## config.mk

```make
export PLATFORM = sky130hd
export DESIGN_NAME = midpoint_circle_point_generator_flat
export DESIGN_NICKNAME = d
export VERILOG_FILES = /design/src/rtl/core/mcpg_pkg.sv /design/src/rtl/core/mcpg_if.sv /design/src/rtl/core/mcpg_front.sv /design/src/rtl/core/mcpg_queue.sv /design/src/rtl/core/mcpg_back.sv /design/src/rtl/core/midpoint_circle_point_generator.sv /design/src/flat_wrapper.sv
export VERILOG_INCLUDE_DIRS = /design/src /design/src/rtl/core
export SDC_FILE = /design/constraint.sdc
export NUM_CORES = 1
export LEC_CHECK = 0
export BUFFER_PORTS_ARGS = -buffer_cell sky130_fd_sc_hd__buf_2
export CAP_MARGIN = 0
export CORE_UTILIZATION = 65
export DETAILED_ROUTE_END_ITERATION = 10
export GPL_ROUTABILITY_DRIVEN = 0
export PLACE_DENSITY = 0.8
export SLEW_MARGIN = 5
export SYNTH_ARGS = -nofsm -noshare
export SYNTH_HDL_FRONTEND = slang
export SYNTH_SLANG_ARGS = --single-unit
```

## constraint.sdc

```tcl
create_clock -name i_clk -period 12.8 [get_ports i_clk]
set_clock_uncertainty 0.15 [all_clocks]
set_input_delay 1.28 -clock i_clk [delete_from_list [all_inputs] [get_ports i_clk]]
set_output_delay 1.28 -clock i_clk [all_outputs]
set_load 0.01 [all_outputs]
```

## src/rtl/core/midpoint_circle_point_generator_assert.svh

```systemverilog
// assertion macros shared by the circle point generator files
`ifndef MIDPOINT_CIRCLE_POINT_GENERATOR_ASSERT_SVH
`define MIDPOINT_CIRCLE_POINT_GENERATOR_ASSERT_SVH

`ifndef SYNTHESIS

// property checked on every rising clock edge outside reset
`define MCPG_ASSERT(lbl, clk, rst_n, prop, msg) \
    lbl: assert property (@(posedge clk) disable iff (!rst_n) (prop)) else $error(msg);

// condition that must never be seen outside reset
`define MCPG_ASSERT_NEVER(lbl, clk, rst_n, cond, msg) \
    lbl: assert property (@(posedge clk) disable iff (!rst_n) !(cond)) else $error(msg);

`else

`define MCPG_ASSERT(lbl, clk, rst_n, prop, msg)
`define MCPG_ASSERT_NEVER(lbl, clk, rst_n, cond, msg)

`endif

`endif

```

## src/rtl/core/mcpg_pkg.sv

```systemverilog
`timescale 1ns / 1ps

package mcpg_pkg;

    // field widths
    localparam int COORD_BITS  = 12;
    localparam int RADIUS_BITS = 11;
    localparam int OUT_BITS    = COORD_BITS + 2;
    // signed walk offsets, wide enough for r-1 and a final step below zero
    localparam int X_BITS      = RADIUS_BITS + 1;
    // signed decision error, step sizes and doubled radius
    localparam int ERR_BITS    = RADIUS_BITS + 4;

    // points per step and index width
    localparam int POINTS_PER_STEP = 8;
    localparam int IDX_BITS        = $clog2(POINTS_PER_STEP);

    // job queue between front and back
    localparam int QUEUE_DEPTH = 2;
    localparam int QPTR_BITS   = (QUEUE_DEPTH > 1) ? $clog2(QUEUE_DEPTH) : 1;
    localparam int QCNT_BITS   = $clog2(QUEUE_DEPTH + 1);

    // command codes
    typedef enum logic [0:0] {
        CMD_START = 1'b0,
        CMD_STEP  = 1'b1
    } t_cmd;

    // one step job handed from front to back
    typedef struct packed {
        logic [COORD_BITS-1:0]    cx;
        logic [COORD_BITS-1:0]    cy;
        logic signed [X_BITS-1:0] x;
        logic signed [X_BITS-1:0] y;
        logic                     done;
        logic                     empty;
    } t_job;

endpackage

```

## src/rtl/core/mcpg_if.sv

```systemverilog
`timescale 1ns / 1ps

// request channel: start or step commands
interface mcpg_cmd_if;
    import mcpg_pkg::*;

    logic                   valid;
    logic                   ready;
    logic                   command;
    logic [COORD_BITS-1:0]  centre_x;
    logic [COORD_BITS-1:0]  centre_y;
    logic [RADIUS_BITS-1:0] radius_in;

    modport source (output valid, command, centre_x, centre_y, radius_in, input ready);
    modport sink   (input valid, command, centre_x, centre_y, radius_in, output ready);
endinterface

// result channel: eight points per step request, or one empty result
interface mcpg_pt_if;
    import mcpg_pkg::*;

    logic                       valid;
    logic                       ready;
    logic signed [OUT_BITS-1:0] point_x;
    logic signed [OUT_BITS-1:0] point_y;
    logic                       last_of_step;
    logic                       circle_done;
    logic                       no_point;

    modport source (output valid, point_x, point_y, last_of_step, circle_done, no_point,
                    input ready);
    modport sink   (input valid, point_x, point_y, last_of_step, circle_done, no_point,
                    output ready);
endinterface

```

## src/rtl/core/mcpg_front.sv

```systemverilog
`timescale 1ns / 1ps

module mcpg_front (
    input  logic              i_clk,
    input  logic              i_rst_n,
    mcpg_cmd_if.sink          i_cmd,
    input  logic              i_full,
    output logic              o_push,
    output mcpg_pkg::t_job    o_job
);
    import mcpg_pkg::*;

    // walk state
    logic [COORD_BITS-1:0]    r_cx;
    logic [COORD_BITS-1:0]    r_cy;
    logic signed [X_BITS-1:0] r_x;
    logic signed [X_BITS-1:0] r_y;
    logic signed [ERR_BITS-1:0] r_tx;
    logic signed [ERR_BITS-1:0] r_ty;
    logic signed [ERR_BITS-1:0] r_err;
    logic signed [ERR_BITS-1:0] r_two_r;
    logic                     r_active;

    logic                     w_accept;
    logic                     w_is_start;
    logic                     w_err_le0;
    logic                     w_e1_gt0;
    logic signed [ERR_BITS-1:0] w_e1;
    logic signed [X_BITS-1:0] w_y1;
    logic signed [ERR_BITS-1:0] w_ty1;
    logic signed [X_BITS-1:0] n_x;
    logic signed [X_BITS-1:0] n_y;
    logic signed [ERR_BITS-1:0] n_tx;
    logic signed [ERR_BITS-1:0] n_ty;
    logic signed [ERR_BITS-1:0] n_err;
    logic                     n_active;
    logic signed [ERR_BITS-1:0] w_rad_ext;
    logic signed [ERR_BITS-1:0] w_two_r_in;

    assign i_cmd.ready = !i_full;
    assign w_accept    = i_cmd.valid && !i_full;
    assign w_is_start  = (i_cmd.command == CMD_START);

    // start values from the request
    assign w_rad_ext  = {{(ERR_BITS-RADIUS_BITS){1'b0}}, i_cmd.radius_in};
    assign w_two_r_in = w_rad_ext <<< 1;

    // one midpoint update: minor axis first, then major axis
    always_comb begin
        w_err_le0 = r_err[ERR_BITS-1] || (r_err == '0);
        w_e1  = r_err;
        w_y1  = r_y;
        w_ty1 = r_ty;
        if (w_err_le0) begin
            w_e1  = r_err + r_ty;
            w_y1  = r_y + X_BITS'(1);
            w_ty1 = r_ty + ERR_BITS'(2);
        end
        w_e1_gt0 = !w_e1[ERR_BITS-1] && (w_e1 != '0);
        n_x   = r_x;
        n_tx  = r_tx;
        n_err = w_e1;
        if (w_e1_gt0) begin
            n_x   = r_x - X_BITS'(1);
            n_tx  = r_tx + ERR_BITS'(2);
            n_err = w_e1 + r_tx + ERR_BITS'(2) - r_two_r;
        end
        n_y      = w_y1;
        n_ty     = w_ty1;
        n_active = (n_x >= n_y);
    end

    // state update on accepted requests
    always_ff @(posedge i_clk) begin
        if (!i_rst_n) begin
            r_cx     <= '0;
            r_cy     <= '0;
            r_x      <= '0;
            r_y      <= '0;
            r_tx     <= ERR_BITS'(1);
            r_ty     <= ERR_BITS'(1);
            r_err    <= '0;
            r_two_r  <= '0;
            r_active <= 1'b0;
        end else if (w_accept) begin
            if (w_is_start) begin
                r_cx     <= i_cmd.centre_x;
                r_cy     <= i_cmd.centre_y;
                r_x      <= {1'b0, i_cmd.radius_in} - X_BITS'(1);
                r_y      <= '0;
                r_tx     <= ERR_BITS'(1);
                r_ty     <= ERR_BITS'(1);
                r_err    <= ERR_BITS'(1) - w_two_r_in;
                r_two_r  <= w_two_r_in;
                r_active <= (i_cmd.radius_in != '0);
            end else if (r_active) begin
                r_x      <= n_x;
                r_y      <= n_y;
                r_tx     <= n_tx;
                r_ty     <= n_ty;
                r_err    <= n_err;
                r_active <= n_active;
            end
        end
    end

    // job for the back end, taken from the state before the update
    assign o_push      = w_accept && !w_is_start;
    assign o_job.cx    = r_cx;
    assign o_job.cy    = r_cy;
    assign o_job.x     = r_x;
    assign o_job.y     = r_y;
    assign o_job.done  = r_active && !n_active;
    assign o_job.empty = !r_active;

endmodule

```

## src/rtl/core/mcpg_queue.sv

```systemverilog
`timescale 1ns / 1ps

`include "midpoint_circle_point_generator_assert.svh"

module mcpg_queue (
    input  logic           i_clk,
    input  logic           i_rst_n,
    input  logic           i_push,
    input  mcpg_pkg::t_job i_job,
    input  logic           i_pop,
    output logic           o_full,
    output logic           o_empty,
    output mcpg_pkg::t_job o_head
);
    import mcpg_pkg::*;

    t_job                 r_mem [QUEUE_DEPTH];
    logic [QPTR_BITS-1:0] r_wr_ptr;
    logic [QPTR_BITS-1:0] r_rd_ptr;
    logic [QCNT_BITS-1:0] r_count;

    logic w_do_push;
    logic w_do_pop;

    assign o_full    = (r_count == QCNT_BITS'(QUEUE_DEPTH));
    assign o_empty   = (r_count == '0);
    assign w_do_push = i_push && !o_full;
    assign w_do_pop  = i_pop && !o_empty;
    assign o_head    = r_mem[r_rd_ptr];

    // pointer wrap
    function automatic logic [QPTR_BITS-1:0] f_next(input logic [QPTR_BITS-1:0] p);
        f_next = (p == QPTR_BITS'(QUEUE_DEPTH - 1)) ? '0 : p + QPTR_BITS'(1);
    endfunction

    // pointers and fill count
    always_ff @(posedge i_clk) begin
        if (!i_rst_n) begin
            r_wr_ptr <= '0;
            r_rd_ptr <= '0;
            r_count  <= '0;
        end else begin
            if (w_do_push) begin
                r_wr_ptr <= f_next(r_wr_ptr);
            end
            if (w_do_pop) begin
                r_rd_ptr <= f_next(r_rd_ptr);
            end
            if (w_do_push && !w_do_pop) begin
                r_count <= r_count + QCNT_BITS'(1);
            end else if (w_do_pop && !w_do_push) begin
                r_count <= r_count - QCNT_BITS'(1);
            end
        end
    end

    // storage
    always_ff @(posedge i_clk) begin
        if (w_do_push) begin
            r_mem[r_wr_ptr] <= i_job;
        end
    end

    `MCPG_ASSERT_NEVER(a_count_range, i_clk, i_rst_n, r_count > QCNT_BITS'(QUEUE_DEPTH), "queue count above depth")
    `MCPG_ASSERT(a_push_grows, i_clk, i_rst_n, w_do_push && !w_do_pop |=> r_count == $past(r_count) + QCNT_BITS'(1), "push did not grow queue")
    `MCPG_ASSERT(a_pop_shrinks, i_clk, i_rst_n, w_do_pop && !w_do_push |=> r_count == $past(r_count) - QCNT_BITS'(1), "pop did not shrink queue")

endmodule

```

## src/rtl/core/mcpg_back.sv

```systemverilog
`timescale 1ns / 1ps

`include "midpoint_circle_point_generator_assert.svh"

module mcpg_back (
    input  logic           i_clk,
    input  logic           i_rst_n,
    input  logic           i_empty,
    input  mcpg_pkg::t_job i_head,
    output logic           o_pop,
    mcpg_pt_if.source      o_pt
);
    import mcpg_pkg::*;

    logic [IDX_BITS-1:0]  r_idx;
    logic                 r_valid;
    logic [OUT_BITS-1:0]  r_px;
    logic [OUT_BITS-1:0]  r_py;
    logic                 r_last;
    logic                 r_done;
    logic                 r_no_point;

    logic                 w_load;
    logic                 w_last_sel;
    logic signed [X_BITS-1:0] w_a;
    logic signed [X_BITS-1:0] w_b;
    logic [OUT_BITS-1:0]  w_a_ext;
    logic [OUT_BITS-1:0]  w_b_ext;
    logic [OUT_BITS-1:0]  w_cx_ext;
    logic [OUT_BITS-1:0]  w_cy_ext;
    logic [OUT_BITS-1:0]  n_px;
    logic [OUT_BITS-1:0]  n_py;

    // output register may take a new point
    assign w_load     = !r_valid || o_pt.ready;
    assign w_last_sel = i_head.empty || (r_idx == IDX_BITS'(POINTS_PER_STEP - 1));
    assign o_pop      = w_load && !i_empty && w_last_sel;

    // octant mirror: bit 2 swaps axes, bit 1 negates column offset, bit 0 picks row sign
    always_comb begin
        w_a      = r_idx[2] ? i_head.y : i_head.x;
        w_b      = r_idx[2] ? i_head.x : i_head.y;
        w_a_ext  = {{(OUT_BITS-X_BITS){w_a[X_BITS-1]}}, w_a};
        w_b_ext  = {{(OUT_BITS-X_BITS){w_b[X_BITS-1]}}, w_b};
        w_cx_ext = {{(OUT_BITS-COORD_BITS){1'b0}}, i_head.cx};
        w_cy_ext = {{(OUT_BITS-COORD_BITS){1'b0}}, i_head.cy};
        n_px     = r_idx[1] ? (w_cx_ext - w_a_ext) : (w_cx_ext + w_a_ext);
        n_py     = r_idx[0] ? (w_cy_ext + w_b_ext) : (w_cy_ext - w_b_ext);
        if (i_head.empty) begin
            n_px = '0;
            n_py = '0;
        end
    end

    // control: valid flag and point index
    always_ff @(posedge i_clk) begin
        if (!i_rst_n) begin
            r_valid <= 1'b0;
            r_idx   <= '0;
        end else if (w_load) begin
            r_valid <= !i_empty;
            if (!i_empty) begin
                r_idx <= w_last_sel ? '0 : r_idx + IDX_BITS'(1);
            end
        end
    end

    // output payload
    always_ff @(posedge i_clk) begin
        if (w_load && !i_empty) begin
            r_px       <= n_px;
            r_py       <= n_py;
            r_last     <= w_last_sel;
            r_done     <= i_head.done && !i_head.empty;
            r_no_point <= i_head.empty;
        end
    end

    assign o_pt.valid        = r_valid;
    assign o_pt.point_x      = r_px;
    assign o_pt.point_y      = r_py;
    assign o_pt.last_of_step = r_last;
    assign o_pt.circle_done  = r_done;
    assign o_pt.no_point     = r_no_point;

    `MCPG_ASSERT(a_mid_step_head, i_clk, i_rst_n, r_idx != '0 |-> !i_empty && !i_head.empty, "head lost during a step")
    `MCPG_ASSERT(a_pop_restarts, i_clk, i_rst_n, o_pop |=> r_idx == '0, "index not cleared after pop")
    `MCPG_ASSERT(a_empty_is_last, i_clk, i_rst_n, r_valid && r_no_point |-> r_last && !r_done, "empty result not single")

endmodule

```

## src/rtl/core/midpoint_circle_point_generator.sv

```systemverilog
`timescale 1ns / 1ps

// Midpoint circle point generator.
// i_cmd carries requests: command 0 (start) loads centre_x, centre_y and
// radius_in and yields nothing; command 1 (step) yields eight mirrored
// points of the current circle on o_pt, the eighth with last_of_step, or
// one result with no_point and last_of_step when no circle is active.
// circle_done marks all points of the step that ends the circle.
// A step request is classified and the walk state advanced in the cycle it
// is accepted; its job enters a two-entry queue and the point stage emits
// one point per cycle from its output register while o_pt.ready is high.
// The job passes through the queue and the output register before its
// first point appears on o_pt. A step yields eight points (one when empty)
// through the single point stage; starts produce nothing.
// When the receiver holds o_pt.ready low the point stage holds, the queue
// fills and i_cmd.ready drops once both queue entries are taken.
// Synchronous reset clears the walk (no circle active) and empties the queue.
module midpoint_circle_point_generator (
    input  logic      i_clk,
    input  logic      i_rst_n,
    mcpg_cmd_if.sink  i_cmd,
    mcpg_pt_if.source o_pt
);
    import mcpg_pkg::*;

    logic w_push;
    logic w_pop;
    logic w_full;
    logic w_empty;
    t_job w_job;
    t_job w_head;

    // request classification and walk update
    mcpg_front u_front (
        .i_clk   (i_clk),
        .i_rst_n (i_rst_n),
        .i_cmd   (i_cmd),
        .i_full  (w_full),
        .o_push  (w_push),
        .o_job   (w_job)
    );

    // job queue
    mcpg_queue u_queue (
        .i_clk   (i_clk),
        .i_rst_n (i_rst_n),
        .i_push  (w_push),
        .i_job   (w_job),
        .i_pop   (w_pop),
        .o_full  (w_full),
        .o_empty (w_empty),
        .o_head  (w_head)
    );

    // point emission
    mcpg_back u_back (
        .i_clk   (i_clk),
        .i_rst_n (i_rst_n),
        .i_empty (w_empty),
        .i_head  (w_head),
        .o_pop   (w_pop),
        .o_pt    (o_pt)
    );

endmodule

```

## src/flat_wrapper.sv

```systemverilog
// flat-port wrapper written by rule: the top's interface ports become plain ports
module midpoint_circle_point_generator_flat import mcpg_pkg::*;
  (i_clk, i_rst_n, i_cmd_valid, i_cmd_command, i_cmd_centre_x, i_cmd_centre_y, i_cmd_radius_in, i_cmd_ready, o_pt_valid, o_pt_point_x, o_pt_point_y, o_pt_last_of_step, o_pt_circle_done, o_pt_no_point, o_pt_ready);
  mcpg_cmd_if i_cmd_i ();
  mcpg_pt_if o_pt_i ();
  input  logic i_clk;
  input  logic i_rst_n;
  input wire logic [$bits(i_cmd_i.valid)-1:0] i_cmd_valid;
  input wire logic [$bits(i_cmd_i.command)-1:0] i_cmd_command;
  input wire logic [$bits(i_cmd_i.centre_x)-1:0] i_cmd_centre_x;
  input wire logic [$bits(i_cmd_i.centre_y)-1:0] i_cmd_centre_y;
  input wire logic [$bits(i_cmd_i.radius_in)-1:0] i_cmd_radius_in;
  output wire logic [$bits(i_cmd_i.ready)-1:0] i_cmd_ready;
  output wire logic [$bits(o_pt_i.valid)-1:0] o_pt_valid;
  output wire logic [$bits(o_pt_i.point_x)-1:0] o_pt_point_x;
  output wire logic [$bits(o_pt_i.point_y)-1:0] o_pt_point_y;
  output wire logic [$bits(o_pt_i.last_of_step)-1:0] o_pt_last_of_step;
  output wire logic [$bits(o_pt_i.circle_done)-1:0] o_pt_circle_done;
  output wire logic [$bits(o_pt_i.no_point)-1:0] o_pt_no_point;
  input wire logic [$bits(o_pt_i.ready)-1:0] o_pt_ready;
  assign i_cmd_i.valid = i_cmd_valid;
  assign i_cmd_i.command = i_cmd_command;
  assign i_cmd_i.centre_x = i_cmd_centre_x;
  assign i_cmd_i.centre_y = i_cmd_centre_y;
  assign i_cmd_i.radius_in = i_cmd_radius_in;
  assign i_cmd_ready = i_cmd_i.ready;
  assign o_pt_valid = o_pt_i.valid;
  assign o_pt_point_x = o_pt_i.point_x;
  assign o_pt_point_y = o_pt_i.point_y;
  assign o_pt_last_of_step = o_pt_i.last_of_step;
  assign o_pt_circle_done = o_pt_i.circle_done;
  assign o_pt_no_point = o_pt_i.no_point;
  assign o_pt_i.ready = o_pt_ready;
  midpoint_circle_point_generator u_core (.i_clk(i_clk), .i_rst_n(i_rst_n), .i_cmd(i_cmd_i), .o_pt(o_pt_i));
endmodule
```

==> metrics.txt, run 1 <==
largest net degree at the start of global routing=59; MaxCap Viol Count=0; fmax=0.188 GHz; n_diodes=0; WP depth=22; Core Rows=53; Critical Path Start Type=flip-flop; Ys Warns=0; cell family with most CP delay=compound AO/OA/AOI/OAI gates; clock root cell=clkbuf_16; setup ws final=7490 ps; antenna violations before repair=0; layout cells sized above 1=12.6%; Layout area overhead=10.8%; post-synthesis cell type count=70; final count of hold timing violations=0; chip width=150 um; Synth area leaders=edfxtp_1, dfxtp_1, ha_1, nor2_1, xnor2_1; Setup crit end kind=flip-flop; number of synthesized flops with an enable pin=131; power per standard cell area=221 nW/um2; commonest cells after routing, fill and taps aside=nor2_1, nand2_1, edfxtp_1; Die Area=22400 um2; setup TNS=0 ps; Cells after Synth=1457; ratio of final minimum period to clock period=41.5%; Clock transition at path regs=60 ps; first-pass GRT wire length=52.9 mm; cts repair resizes=0; CP max stage delay=600 ps; port buffer count=72; CP dominant cell by count=o21ai_0; slowest CP cell=a2111oi_0; count of hold-fix buffers inserted at cts=0; Antenna Nets Post-Route=0; LEAKAGE=6.12 nW; Hold Path Stages=0; vias in the first global route=10900; WL/cell=18.2 um; Max H-tree Level=1; share of the yosys chip area belonging to registers=44.0%; RSZ-0062 raised after global routing=no; boundary pin count=73; maximum fanout along the worst path=27; critical path class=reg -> reg; slew margin rel.=21.9%; die height=150 um; DRT Wirelength=32.9 mm; asr flop ratio synth=0%; DR pass1 iterations=5; Final Critical Period=5310 ps; grt ovf=0; clock latency on the worst-skew pair=530 ps; drt via density=6.10; Reg2Reg Depth=22; CP Cell Sequence=ha_1 > fa_1 > a211oi_1 > o21bai_1 > a221oi_1 > o21ai_0 > a211oi_1 > nand4_2 > o31a_1 > buf_4 > xnor2_1 > ha_1 > nand2b_1 > a21o_1 > a21o_1 > a21oi_1 > nor2b_1 > o21ai_0 > a2111oi_0 > o211a_1 > o21ai_0 > a21oi_1; FF+latch count, synth=245; IR drop worst, VDD=0.284 mV; commonest non-fill, non-tap cell in the layout=nor2_1; top cell type by total area after synthesis=edfxtp_1; Core ar.=21200 um2; GRT Overall Usage=30.1%; via count=11000; Placement Setup Slack=7560 ps; worst path bufs/invs=1; Syn Nets=1601; status=complete, no violations; synthesized area=14100 um2; CTS Sinks=245; postcts setup bufs=0; Slew @ Worst Pin=1170 ps; DRC violations left=0; HP Class=reg -> reg; Syn Area/Cell=9.71 um2; Final Setup Violations=0; critical path required time=13100 ps; top cell type's share of synthesized area=27.8%; Worst Path Arrival=5620 ps; final count of pins violating max slew=0; Post-synth top flop=edfxtp_1; fin nets=1657; CTS tree=yes; deepest clock path buffer count=3; CTS buffer count=26; initial DRC count=794; dpl hpwl=23.5 mm; Starting Density=66.9%
## per-stage QoR
step / hold WS [ps] / instances / power [mW] / util [%] / area [um2]
6_report: 303 / 1808 / 3.46 / 74.1 / 15700
5_1_grt: 319 / 1808 / 3.69 / 74.1 / 15700
4_1_cts: 306 / 1808 / 3.45 / 74.1 / 15700
3_5_place_dp: 288 / 1760 / 2.62 / 69.6 / 14700
3_3_place_gp: 279 / 1760 / 2.57 / 69.6 / 14700
2_1_floorplan: 270 / 1457 / 2.26 / - / 14100
## Yosys cell counts, drive strengths merged (3+ instances only)
master,instances
a21boi,6
mux2,35
a31oi,17
inv,89
xnor2,65
mux2i,23
nor2,154
a22oi,8
o21a,15
dfxtp,114
o211ai,7
nand3,31
and3,13
o31ai,7
o2111ai,3
and2,10
a2111oi,4
a221oi,8
nor4,11
nor2b,12
nor3,32
buf,14
mux4,11
ha,90
or3,19
a21oi,106
xor2,38
fa,14
nand4,7
a211oi,15
edfxtp,131
clkbuf,42
nand2,145
or4,5
or2,5
o21bai,7
a21o,16
a211o,5
nand2b,15
nand3b,3
nor3b,10
and4,4
o21ai,76
## layer usage
layer | vias to the layer above | wire (um) | GRT usage, %
met5 | - | 0 | 0
met4 | 0 | 1850 | 17.2
met2 | 388 | 16200 | 52.0
li1 | 5316 | - | -
met1 | 5190 | 12900 | 35.5
met3 | 129 | 2050 | 4.88
## sequential cells by signal, indices dropped and copies added (netlist names), named ones only
name,flops
u_core.u_front.r_ty,15
u_core.u_front.r_two_r,11
u_core.u_queue.r_count,2
u_core.u_back.o_pt.point_x,14
u_core.u_back.o_pt.valid,1
u_core.u_queue.r_rd_ptr,1
u_core.u_front.r_active,1
u_core.u_front.r_cy,12
u_core.u_back.o_pt.point_y,14
u_core.u_back.o_pt.last_of_step,1
u_core.u_front.r_err,15
u_core.u_front.r_y,12
u_core.u_back.o_pt.circle_done,1
u_core.u_front.r_tx,15
u_core.u_front.r_cx,12
u_core.u_queue.r_mem,100
u_core.u_front.r_x,12
u_core.u_queue.r_wr_ptr,1
u_core.u_back.r_idx,3
u_core.u_back.o_pt.no_point,1
## final timing paths
path / from / to / slack, ps
worst min-delay path: u_core.u_front.r_cy[7]$_SDFFE_PN0P_ / u_core.u_queue.r_mem[0][33]$_DFFE_PP_ / 300
worst max register to register: u_core.u_front.r_err[0]$_SDFFE_PN0P_ / u_core.u_front.r_active$_SDFFE_PN0P_ / 7490
worst max-delay path: u_core.u_front.r_err[0]$_SDFFE_PN0P_ / u_core.u_front.r_active$_SDFFE_PN0P_ / 7490
worst min register to register: u_core.u_front.r_cy[7]$_SDFFE_PN0P_ / u_core.u_queue.r_mem[0][33]$_DFFE_PP_ / 300
## power by group
part / switching (mW) / internal, mW / total [mW]
clock: 0.312 / 0.514 / 0.826
combinational: 0.916 / 0.673 / 1.59
sequential: 0.0688 / 0.975 / 1.04
total: 1.30 / 2.16 / 3.46
## cells by family (layout without fill, tap and decap cells)
family          Yosys count  after routing  synth area share, %
buf+inv                 145            221                 4.02
mux                      69             69                 6.17
flops                   245            245                 44.0
compound gates          313            313                 13.8
simple gates            478            478                 15.8
fa+ha+maj               104            104                 9.94
xor+xnor                103            103                 6.38
## area by class of cell
type | count | area [um2]
flip-flops and latches | 245 | 6220
clock buffers | 32 | 704
fillers | 1497 | 5480
multi-input cells | 1067 | 7370
repair buffers | 84 | 450
clock inverters | 16 | 249
inverters | 89 | 334
well taps | 275 | 344
Note: power is estimated with default switching activity, not from simulation.
==> run 2: changes to the inputs <==
--- a/config.mk
+++ b/config.mk
@@ -8,10 +8,10 @@
 export LEC_CHECK = 0
 export BUFFER_PORTS_ARGS = -buffer_cell sky130_fd_sc_hd__buf_2
 export CAP_MARGIN = 0
-export CORE_UTILIZATION = 65
+export CORE_UTILIZATION = 62
 export DETAILED_ROUTE_END_ITERATION = 10
 export GPL_ROUTABILITY_DRIVEN = 0
-export PLACE_DENSITY = 0.8
+export PLACE_DENSITY = 0.77
 export SLEW_MARGIN = 5
 export SYNTH_ARGS = -nofsm -noshare
 export SYNTH_HDL_FRONTEND = slang
==> constraint.sdc (replaced) <==
create_clock -name i_clk -period 5.4 [get_ports i_clk]
set_clock_uncertainty 0.15 [all_clocks]
set_input_delay 0.54 -clock i_clk [delete_from_list [all_inputs] [get_ports i_clk]]
set_output_delay 0.54 -clock i_clk [all_outputs]
set_load 0.01 [all_outputs]
==> run 2 against run 1 <==
Cell area up 0.33%. Setup slack worse by 7100 ps. Largest power group unchanged. Non-clock buffer count up 11. Final cell count up 0.88%. Register-to-register slack worse by 7100 ps. Critical endpoint unchanged.
==> metrics.txt, run 2 (synthesized netlist as in run 1, its figures left out) <==
M2 GR Usage=51.7%; grt ovf=0; CTS buffer count=26; ratio of final minimum period to clock period=93.7%; commonest cells after routing, fill and taps aside=nor2_1, nand2_1, edfxtp_1; dpl hpwl=24.0 mm; power per standard cell area=520 nW/um2; layout cells sized above 1=13.4%; final count of pins violating max slew=0; first-pass GRT wire length=53.8 mm; Core ar.=22100 um2; worst path bufs/invs=1; HP Class=in -> reg; CP max stage delay=440 ps; fin nets=1668; count of hold-fix buffers inserted at cts=0; IR drop worst, VDD=0.546 mV; commonest non-fill, non-tap cell in the layout=nor2_1; initial DRC count=730; GR met3 Demand/Resource=3.97%; n_diodes=0; Setup crit end kind=flip-flop; slew margin rel.=23.1%; port buffer count=72; LEAKAGE=6.16 nW; routing usage on met1=34.5%; critical path class=reg -> reg; Layout area overhead=11.2%; largest net degree at the start of global routing=51; antenna violations before repair=0; busiest grt layer=met2; slowest CP cell=fa_1; setup TNS=0 ps; Final Setup Violations=0; Die Area=23400 um2; Max H-tree Level=1; Reg2Reg Depth=22; Placement Setup Slack=306 ps; CP Cell Sequence=ha_1 > fa_1 > a211o_1 > a21boi_2 > o211ai_1 > xor2_1 > a211oi_2 > nand4_2 > o31a_1 > xnor2_1 > ha_1 > nand2b_1 > a21o_1 > a21o_1 > a21oi_1 > nor2b_1 > o21ai_0 > a2111oi_0 > buf_4 > o211a_1 > o21ai_0 > a21oi_1; setup ws final=339 ps; Clock transition at path regs=60 ps; die height=153 um; Core Util, Final=71.2%; Core Rows=54; drt via density=6.00; max reg flops=100; GRT Overall Usage=28.6%; maximum fanout along the worst path=5; fmax=0.198 GHz; boundary pin count=73; DRT Wirelength=33.4 mm; status=complete, no violations; clock latency on the worst-skew pair=530 ps; hold endpoint=u_core.u_front.r_cx[3]$_SDFFE_PN0P_; Antenna Nets Post-Route=0; Slew @ Worst Pin=1150 ps; vias in the first global route=10800; clock root cell=clkbuf_16; Critical Path Start Type=flip-flop; chip width=153 um; via count=10900; critical path required time=5630 ps; Worst Path Arrival=5290 ps; R2R setup slack=340 ps; DRC violations left=0; Fill cells=1624; worst r2r dst=u_core.u_front.r_active$_SDFFE_PN0P_; CTS tree=yes; CTS Sinks=245; worst flop-to-flop path startpoint=u_core.u_front.r_err[0]$_SDFFE_PN0P_; deepest clock path buffer count=3; cell family with most CP delay=compound AO/OA/AOI/OAI gates; register area=6220 um2; Largest Register=u_core.u_queue.r_mem; area of the multi-input gates=7400 um2; WL/cell=18.3 um; Starting Density=64.0%; final count of hold timing violations=0; RSZ-0062 raised after global routing=no; min-delay src=i_cmd_centre_x[3]; MaxCap Viol Count=0; DR pass1 iterations=5; Hold Path Stages=3; Final Critical Period=5060 ps
[run 2: worst register-to-register path, delay by kind of cell, from the launching register on]
| family | cells | cell delay (ps) |
|---|---|---|
| buf+inv | 1 | 150 |
| fa+ha+maj | 3 | 970 |
| flops | 1 | 340 |
| xor+xnor | 2 | 370 |
| simple gates | 3 | 360 |
| compound gates | 13 | 2590 |
[run 2: how the worst max path moves through the flow]
stage	endpoint	cells past startpoint	startpoint	slack [ps]
after global routing	u_core.u_front.r_active$_SDFFE_PN0P_	22	u_core.u_front.r_err[0]$_SDFFE_PN0P_	9
after CTS	u_core.u_front.r_err[11]$_SDFFE_PN0P_	19	u_core.u_front.r_err[5]$_SDFFE_PN0P_	270
final	u_core.u_front.r_active$_SDFFE_PN0P_	22	u_core.u_front.r_err[0]$_SDFFE_PN0P_	340
after floorplan	u_core.u_front.r_err[13]$_SDFFE_PN0P_	21	u_core.u_front.r_err[5]$_SDFFE_PN0P_	460
after detailed placement	u_core.u_front.r_err[11]$_SDFFE_PN0P_	19	u_core.u_front.r_err[5]$_SDFFE_PN0P_	310
after global placement	u_core.u_front.r_active$_SDFFE_PN0P_	22	u_core.u_front.r_err[0]$_SDFFE_PN0P_	450
[run 2: what timing repair did]
item,in CTS,in global routing
resized for setup,0,5
setup buffers,0,4
setup endpoints to repair,0,4
[run 2: through the flow]
stage | area (um2) | total power, mW | std cells | hold slack (ps)
after floorplan | 14100 | 5.35 | 1457 | 270
after global placement | 14800 | 6.14 | 1772 | 280
after detailed placement | 14800 | 6.24 | 1772 | 289
after CTS | 15700 | 8.13 | 1820 | 76.8
after global routing | 15700 | 8.71 | 1824 | 96.4
final | 15700 | 8.18 | 1824 | 94.1
[run 2: where the power goes]
part	switching [mW]	internal [mW]
registers	0.170	2.31
clock network	0.751	1.12
logic	2.17	1.66
[run 2: cell type report]
cell class                 instances  share of cell area [%]
multi-input combinational       1067                    47.0
timing repair buffer              95                    3.39
clock inverter                    15                    1.18
tap                              280                    2.23
sequential                       245                    39.5
inverter                          89                    2.12
clock buffer                      33                    4.50
[run 2: metal layers]
layer / routed length (um) / part of all wire, %
met4: 1000 / 3.0
met3: 1580 / 4.7
met1: 14000 / 42
met5: 0 / 0
met2: 16800 / 50
==> run 3: changes to the inputs <==
--- a/config.mk
+++ b/config.mk
@@ -8,10 +8,12 @@
 export LEC_CHECK = 0
 export BUFFER_PORTS_ARGS = -buffer_cell sky130_fd_sc_hd__buf_2
 export CAP_MARGIN = 0
-export CORE_UTILIZATION = 62
+export CELL_PAD_IN_SITES_DETAIL_PLACEMENT = 2
+export CELL_PAD_IN_SITES_GLOBAL_PLACEMENT = 2
+export CORE_UTILIZATION = 40
 export DETAILED_ROUTE_END_ITERATION = 10
 export GPL_ROUTABILITY_DRIVEN = 0
-export PLACE_DENSITY = 0.77
+export PLACE_DENSITY = 0.76
 export SLEW_MARGIN = 5
 export SYNTH_ARGS = -nofsm -noshare
 export SYNTH_HDL_FRONTEND = slang
==> run 3 against run 2 <==
Worst hold slack got worse by 28 ps. Non-clock buffer count stayed put. Maximum frequency fell by 2.2%. Total power increased by 4.2%. Register-to-register slack got worse by 110 ps. Sequential share of layout area down 0.73 points. Largest cell class unchanged. Highest routed layer unchanged.
==> metrics.txt, run 3 (synthesized netlist as in run 1, its figures left out) <==
status=complete, no violations; critical path class=reg -> reg; Fill cells=3748; CTS tree=yes; first-pass GRT wire length=70.3 mm; Starting Density=40.8%; vias in the first global route=12500; boundary pin count=73; CP max stage delay=620 ps; power per standard cell area=532 nW/um2; critical path required time=5700 ps; fin nets=1672; worst r2r dst=u_core.u_front.r_err[11]$_SDFFE_PN0P_; n_diodes=0; Final Setup Violations=0; via count=11300; Antenna Nets Post-Route=0; Largest Register=u_core.u_queue.r_mem; largest net degree at the start of global routing=45; clock latency on the worst-skew pair=570 ps; Tot Pwr=8.52 mW; drt via density=5.62; fmax=0.193 GHz; deepest clock path buffer count=3; R2R setup slack=220 ps; final count of pins violating max slew=0; commonest cells after routing, fill and taps aside=nor2_1, nand2_1, edfxtp_1; Final Critical Period=5180 ps; LEAKAGE=6.19 nW; slew margin rel.=21.4%; Core Rows=68; slowest CP cell=or4_1; fin area=16000 um2; Seq pwr share=29.3%; final count of hold timing violations=0; Worst Path Arrival=5470 ps; layout cells sized above 1=13.7%; RSZ-0062 raised after global routing=yes; CP startpoint=u_core.u_front.r_err[1]$_SDFFE_PN0P_; HP Class=in -> reg; Die Area=36100 um2; initial DRC count=503; IR drop worst, VDD=0.464 mV; Core ar.=34600 um2; CP Cell Sequence=or4_1 > nor4_4 > a21oi_2 > and2_0 > a31oi_2 > fa_1 > inv_1 > ha_1 > ha_1 > nor2b_1 > o21ai_0 > a21boi_1 > o211ai_1 > a21boi_0 > o31ai_1 > nand2b_1 > xor2_1 > a221oi_1 > nor2_1; Hold Path Stages=3; worst flop-to-flop path startpoint=u_core.u_front.r_err[1]$_SDFFE_PN0P_; antenna violations before repair=0; MaxCap Viol Count=0; DR pass1 iterations=4; min-delay src=i_cmd_centre_x[10]; Clock transition at path regs=60 ps; dpl hpwl=32.9 mm; CP dominant cell by count=ha_1; Slew @ Worst Pin=1170 ps; postcts setup bufs=0; Reg2Reg Depth=19; clock root cell=clkbuf_16; CTS Sinks=245; clock network fraction of total power=23.3%; GRT Overall Usage=25.1%; grt ovf=0; switching part of the total=40.2%; Placed Area=15000 um2; maximum fanout along the worst path=8; Switch Pwr=3.43 mW; Combinational Power Share=47.5%; hold endpoint=u_core.u_front.r_cx[10]$_SDFFE_PN0P_; count of hold-fix buffers inserted at cts=0; chip width=190 um; setup TNS=0 ps; die height=190 um; Layout area overhead=13.3%; Int Pwr=5.10 mW; CTS buffer count=30; DRC violations left=0; Critical Path Start Type=flip-flop; ratio of final minimum period to clock period=95.8%; commonest non-fill, non-tap cell in the layout=nor2_1; Max H-tree Level=1; max reg flops=100; DRT Wirelength=44.6 mm; WL/cell=22.2 um; port buffer count=72; Setup crit end kind=flip-flop
[run 3: per-stage QoR]
| step | std cells | hold slack, ps | setup slack (ps) | utilization, % |
|---|---|---|---|---|
| 6_report | 2007 | 65.8 | 224 | 46.3 |
| 5_1_grt | 2007 | 70.2 | -15.9 | 46.3 |
| 4_1_cts | 2007 | 47.8 | 99.5 | 46.2 |
| 3_5_place_dp | 1951 | 294 | 132 | 43.4 |
| 3_3_place_gp | 1951 | 281 | 370 | 43.4 |
| 2_1_floorplan | 1457 | 270 | 461 | - |
[run 3: final cells by class]
class	instances	area [um2]	area share (%)
clock buffers	38	812	5.07
well taps	455	569	3.55
clock inverters	18	153	0.953
flip-flops and latches	245	6220	38.8
multi-input cells	1067	7400	46.2
inverters	89	334	2.08
repair buffers	95	533	3.33
[run 3: how the worst max path moves through the flow]
stage | end | slack (ps) | cells after the start
2_1_floorplan | u_core.u_front.r_err[13]$_SDFFE_PN0P_ | 460 | 21
3_3_place_gp | u_core.u_front.r_active$_SDFFE_PN0P_ | 370 | 22
3_5_place_dp | u_core.u_front.r_err[11]$_SDFFE_PN0P_ | 130 | 19
4_1_cts | u_core.u_front.r_err[11]$_SDFFE_PN0P_ | 100 | 19
5_1_grt | u_core.u_front.r_active$_SDFFE_PN0P_ | -20 | 22
6_report | u_core.u_front.r_err[11]$_SDFFE_PN0P_ | 220 | 19
[run 3: critical path: cells and delay by family (launching register included)]
kind / cells / cell delay, ps
simple gates: 6 / 1490
buf+inv: 1 / 80
flops: 1 / 360
fa+ha+maj: 3 / 1020
xor+xnor: 1 / 150
compound gates: 8 / 1800
[run 3: power by group through the flow]
stage                     registers (mW)  logic, mW  clock network, mW
after global routing                2.53       4.49               2.10
after floorplan                     2.52       2.83                  0
after global placement              2.51       3.83                  0
final                               2.49       4.04               1.98
after CTS                           2.50       4.07               2.02
after detailed placement            2.54       4.02                  0
[run 3: repair_timing]
item,in CTS,in global routing
endpoints found under the hold margin,0,0
setup endpoints to repair,0,7
gates resized for setup,0,6
[run 3: per-layer routing]
| layer | share of wire, % | vias up | global-route usage (%) |
|---|---|---|---|
| met1 | 40 | 5702 | 28.4 |
| met3 | 3.4 | 84 | 3.49 |
| met4 | 3.0 | 0 | 7.94 |
| met5 | 0 | - | 0 |
| li1 | - | 5326 | - |
| met2 | 53 | 158 | 47.9 |
